File: src/rtl/lspv_pkg.sv
package lspv_pkg;

    localparam int ADDR_BITS   = 16;
    localparam int FRAC_BITS   = 16;
    localparam int PHASE_W     = 32;
    localparam int STORE_DEPTH = 1 << ADDR_BITS;
    localparam int STEP_W      = 20;
    localparam int STEP_UP     = (FRAC_BITS > 16) ? FRAC_BITS - 16 : 0;
    localparam int STEP_DOWN   = (FRAC_BITS < 16) ? 16 - FRAC_BITS : 0;
    // positions carry sign and two bits of headroom for 2*end - phase
    localparam int POS_W       = (PHASE_W > 16 + FRAC_BITS) ? PHASE_W : 16 + FRAC_BITS;
    localparam int PW          = POS_W + 3;
    localparam int PROD_W      = 17 + FRAC_BITS + 1;
    localparam int P1_W        = 33;
    localparam int P2_W        = 50;
    localparam int Q_DEPTH     = 2;
    localparam int Q_PTR_W     = 1;
    localparam int Q_CNT_W     = 2;

    typedef enum logic [1:0] {
        OP_WRITE = 2'd0,
        OP_START = 2'd1,
        OP_TICK  = 2'd2,
        OP_KILL  = 2'd3
    } t_op;

    typedef enum logic [1:0] {
        LOOP_NONE     = 2'd0,
        LOOP_FORWARD  = 2'd1,
        LOOP_SUSTAIN  = 2'd2,
        LOOP_PINGPONG = 2'd3
    } t_loop;

    typedef enum logic [2:0] {
        REG_SAMPLE_LENGTH = 3'd0,
        REG_LOOP_BEGIN    = 3'd1,
        REG_LOOP_FINISH   = 3'd2,
        REG_LOOP_MODE     = 3'd3,
        REG_VOICE_GAIN    = 3'd4
    } t_reg;

    typedef enum logic [2:0] {
        BK_IDLE,
        BK_READ0,
        BK_READ1,
        BK_MUL0,
        BK_MUL1,
        BK_FINISH
    } t_bk_state;

    typedef struct packed {
        t_op                   op;
        logic [ADDR_BITS-1:0]  addr;
        logic signed [15:0]    data;
        logic [PHASE_W-1:0]    step;
        logic [15:0]           env;
        logic                  env_idle;
        logic                  held;
    } t_cmd;

    typedef struct packed {
        logic valid;
        t_cmd cmd;
    } t_q_out;

    typedef struct packed {
        logic [15:0] sample_length;
        logic [15:0] loop_begin;
        logic [15:0] loop_finish;
        t_loop       loop_mode;
        logic [15:0] voice_gain;
    } t_cfg;

    // bring the 4.16 step to FRAC_BITS fraction bits
    function automatic logic [PHASE_W-1:0] f_step(input logic [STEP_W-1:0] s);
        logic [PHASE_W-1:0] w;
        w = PHASE_W'(s);
        return (w << STEP_UP) >> STEP_DOWN;
    endfunction

    function automatic logic signed [PW-1:0] f_pos(input logic [15:0] v);
        logic [PW-1:0] w;
        w = PW'(v) << FRAC_BITS;
        return signed'(w);
    endfunction

    function automatic logic [PHASE_W-1:0] f_sat_phase(input logic signed [PW-1:0] p);
        logic [PHASE_W-1:0] r;
        if (p[PW-1]) begin
            r = '0;
        end else if (|p[PW-2:PHASE_W]) begin
            r = '1;
        end else begin
            r = p[PHASE_W-1:0];
        end
        return r;
    endfunction

endpackage

File: src/rtl/lspv_front.sv
module lspv_front (
    input  logic                i_clk,
    input  logic                i_rst_n,
    input  logic                i_in_valid,
    output logic                o_in_ready,
    input  logic [1:0]          i_req_type,
    input  logic [15:0]         i_word_addr,
    input  logic signed [15:0]  i_word_data,
    input  logic [19:0]         i_phase_step,
    input  logic [15:0]         i_envelope,
    input  logic                i_envelope_idle,
    input  logic                i_note_held,
    input  logic                i_pop,
    output lspv_pkg::t_q_out    o_q
);

    lspv_pkg::t_cmd                  w_cmd;
    logic [31:0]                     w_addr_ext;
    lspv_pkg::t_cmd                  r_q [lspv_pkg::Q_DEPTH];
    logic [lspv_pkg::Q_PTR_W-1:0]    r_wr_ptr, n_wr_ptr;
    logic [lspv_pkg::Q_PTR_W-1:0]    r_rd_ptr, n_rd_ptr;
    logic [lspv_pkg::Q_CNT_W-1:0]    r_count, n_count;
    logic                            w_push;
    logic                            w_pop;

    // classify the request and keep only the fields its operation uses
    always_comb begin
        w_addr_ext   = 32'(i_word_addr);
        w_cmd        = '0;
        w_cmd.op     = lspv_pkg::t_op'(i_req_type);
        unique case (w_cmd.op)
            lspv_pkg::OP_WRITE: begin
                w_cmd.addr = w_addr_ext[lspv_pkg::ADDR_BITS-1:0];
                w_cmd.data = i_word_data;
            end
            lspv_pkg::OP_TICK: begin
                w_cmd.step     = lspv_pkg::f_step(i_phase_step);
                w_cmd.env      = i_envelope;
                w_cmd.env_idle = i_envelope_idle;
                w_cmd.held     = i_note_held;
            end
            default: begin
            end
        endcase
    end

    assign o_in_ready = (r_count != lspv_pkg::Q_CNT_W'(lspv_pkg::Q_DEPTH));
    assign w_push     = i_in_valid && o_in_ready;
    assign w_pop      = i_pop && (r_count != '0);

    always_comb begin
        n_wr_ptr = w_push ? r_wr_ptr + 1'b1 : r_wr_ptr;
        n_rd_ptr = w_pop ? r_rd_ptr + 1'b1 : r_rd_ptr;
        n_count  = r_count;
        if (w_push && !w_pop) begin
            n_count = r_count + 1'b1;
        end else if (!w_push && w_pop) begin
            n_count = r_count - 1'b1;
        end
    end

    always_ff @(posedge i_clk) begin
        if (!i_rst_n) begin
            r_wr_ptr <= '0;
            r_rd_ptr <= '0;
            r_count  <= '0;
        end else begin
            r_wr_ptr <= n_wr_ptr;
            r_rd_ptr <= n_rd_ptr;
            r_count  <= n_count;
        end
    end

    always_ff @(posedge i_clk) begin
        if (w_push) begin
            r_q[r_wr_ptr] <= w_cmd;
        end
    end

    assign o_q.valid = (r_count != '0);
    assign o_q.cmd   = r_q[r_rd_ptr];

endmodule

File: config.mk
export PLATFORM = sky130hd
export DESIGN_NAME = lspv_front
export DESIGN_NICKNAME = d
export VERILOG_FILES = /design/src/rtl/lspv_pkg.sv /design/src/rtl/lspv_front.sv
export SDC_FILE = /design/constraint.sdc
export NUM_CORES = 1
export LEC_CHECK = 0
export ABC_CLOCK_PERIOD_IN_PS = 7900
export BUFFER_PORTS_ARGS = -buffer_cell sky130_fd_sc_hd__buf_2
export CAP_MARGIN = 15
export CORE_MARGIN = 3
export CORE_UTILIZATION = 53
export CTS_BUF_LIST = sky130_fd_sc_hd__clkbuf_8 sky130_fd_sc_hd__clkbuf_16
export DETAILED_ROUTE_END_ITERATION = 7
export PLACE_DENSITY_LB_ADDON = 0.15
export RECOVER_POWER = 50
export SYNTH_ARGS = -nofsm -noshare
export SYNTH_HDL_FRONTEND = slang
export SYNTH_SLANG_ARGS = --single-unit
File: constraint.sdc
create_clock -name i_clk -period 7.9 [get_ports i_clk]
set_clock_uncertainty 0.1 [all_clocks]
set_input_delay 0.79 -clock i_clk [delete_from_list [all_inputs] [get_ports i_clk]]
set_output_delay 0.79 -clock i_clk [all_outputs]
set_load 0.02 [all_outputs]
==> impl_metrics.ini <==
[outcome]
outcome = complete, but fails checks
violations = capacitance limit, slew limit

[worst_hold_path]
hp-class = register to register
hold_end = r_count[1]$_SDFFE_PN0P_
min_path_cells = 2
min_from = r_count[1]$_SDFFE_PN0P_

[clocking]
clock_sinks = 149
cts_setup_buffers = 0
cts_resized = 0
cts-root-to-sink-buffers = 2
htreeDepth = 4
cts-buffers-inserted = 17
cts_tree = yes
cts.clk_slew.worst_paths_ps = 60
cts-root-buf = clkbuf_16
holdBufCountCts = 0
clk_latency_ps = 400

[global_routing]
grt.met3_usage = 0.0577
antenna_found_initial = 0
busiest_layer = met2
globalRouteMet2Util = 0.286
grt_first_pass_wirelength_um = 16600
use_met1 = 0.214
grt_pass1_vias = 3397
grt_max_degree = 73
grtUsageTotal = 0.171
overflow = 0

[timing]
fin_crit_ps = 3740
worst_pin_slew_ps = 3370
fmax_mhz = 267
finalWorstSetupSlack_ps = 4160
drv_slew = 106
hold_viol_final = 0
finalCritPeriodShare = 0.474
tns_ps = 0
maxSlewHeadroom = -1.25
rsz0062_at_grt = no
setup_viol = 0

[die]
dieArea_mm2 = 0.0126
die_x_um = 112
fp.dieH_um = 112
rows = 38
top_level_ports = 162
start_util = 0.549
coreArea_mm2 = 0.0109

[placed_design]
hpwl_um = 6670
port-buffer-count = 149
gp_congestion = 0.703
dpl_worst_slack_ps = 5390

[synthesis]
seq_area_frac_synth = 0.737
synth_top_family_by_area = multiplexers
synth-simple-area-share = 0.0858
syn_inst = 340
synth-compound-area-share = 0.00583
yosys_warnings = 0
muxShareOfSynthArea = 0.135
ys_types = 24
synthAdderAreaFrac = 0.00208
syn-cell-area_mm2 = 0.00601
avgSynthCellArea_um2 = 17.7
synth_xor_area_frac = 0.00437
synth_seq_cells = 149

[route]
vias = 3216
wl_per_cell_um = 16.4
vias_per_cell = 4.97
drtPass1Iterations = 4
wirelength_um = 10600
drc = 0
first_iter_violations = 168
antenna_left = 0

[worst_setup_path]
path_buf_inv = 0
cp.arrival_ps = 3570
max_stage_delay_ps = 2480
rrSetupSlack_ps = 4160
cp.required_ps = 7730
critical_path.top_delay_family = simple AND/OR/NAND/NOR gates
worstSetupEndpointType = register
startpoint_type = register
crit_type = register to register
crit_fanout = 72
rr_startpoint = r_count[0]$_SDFFE_PN0P_
regToRegEndpoint = r_q[1][33]$_DFFE_PP_
startpoint = r_count[0]$_SDFFE_PN0P_
path_cells = nand2b_1 -> and3_1
ff2ff_path_depth = 2
slowest_stage = and3_1

[pwr]
ir_drop_mv = 0.232
power_density_mw_per_mm2 = 323
leakagePower_nw = 2.81

[flow_run]
drv_cap = 2

[final_layout]
diodes = 0
final_common_cell = buf_2
drive_gt1_frac = 0.497
nFillCells = 821
final_cell_mix = buf_2, edfxtp_1, and2_0, mux2_2, clkbuf_16
fin_nets = 571
syn2layout_area_growth_pct = 22.2
-- power by group --
group	total, mW	internal (mW)	switching [mW]
registers	1.07	0.997	0.0754
clock network	0.721	0.428	0.293
logic	0.577	0.247	0.331
-- flip-flops by register name, indices dropped and copies added, names as in the netlist, named ones only --
signal,cells
r_count,2
r_q,144
r_wr_ptr,1
r_rd_ptr,1
-- worst min-delay path, cell delays in order (launching register included) --
cell and delay, ps:
dfxtp_1 340, o21ai_0 80, a21boi_0 70
-- cell usage after synthesis --
cell,instances,share of area
a21bo_2,1,0.0017
a21boi_0,1,0.0013
a21boi_1,1,0.0013
and2_1,74,0.077
and3_1,1,0.0010
buf_2,2,0.0017
buf_4,19,0.024
clkbuf_1,6,0.0037
conb_1,1,0.00062
dfxtp_1,5,0.017
edfxtp_1,144,0.72
ha_1,1,0.0021
inv_1,1,0.00062
mux2_2,72,0.13
nand2b_4,1,0.0023
nand3b_1,1,0.0013
nor2_1,1,0.00062
nor2b_2,1,0.0015
o21ai_0,1,0.00083
o21ai_1,1,0.00083
or2_2,1,0.0010
or3_1,1,0.0010
xnor2_1,2,0.0029
xor2_1,1,0.0015
-- per-layer routing --
metal | wire length [µm] | up-vias
met2 | 5420 | 106
met4 | 50 | 0
met5 | 0 | -
li1 | - | 1541
met1 | 4460 | 1565
met3 | 662 | 4
-- worst max-delay path by stage --
stage	slack, ps	endpoint	cells after the start
6_report	4160	r_q[1][33]$_DFFE_PP_	2
5_1_grt	3790	r_q[1][33]$_DFFE_PP_	2
4_1_cts	4930	o_q[60]	2
3_5_place_dp	5390	o_q[60]	2
3_3_place_gp	5370	o_q[60]	2
2_1_floorplan	4840	r_q[1][0]$_DFFE_PP_	1
-- cells by family (layout without fill, tap and decap cells) --
group                      after synthesis  after routing
other                                    1             12
buffers and inverters                   28            184
and+or+nand+nor                         81             81
adders and majority gates                1              1
AOI/OAI and AO/OA                        5              5
DFF                                    149            149
muxes                                   72             72
xor gates and xnor gates                 3              3
-- final cells by class --
cell class              instances  area [µm²]  share of cell area
clock buffers                  17         425              0.0580
clock inverters                15         118              0.0160
inverters                       1        3.75            0.000511
multi-input cells             174        1440               0.196
flip-flops and latches        149        4430               0.603
well taps                     140         175              0.0239
repair buffers                151         754               0.103
-- stage by stage --
step	util	power, mW	std cells	hold slack [ps]	cell area, µm²
3_5_place_dp	0.624	1.68	615	465	6820
6_report	0.671	2.37	647	443	7340
3_3_place_gp	0.624	1.67	615	432	6820
2_1_floorplan	-	1.50	351	412	6050
4_1_cts	0.673	2.41	647	477	7360
5_1_grt	0.671	2.48	647	460	7340
Note: power is estimated with default switching activity, not from simulation.
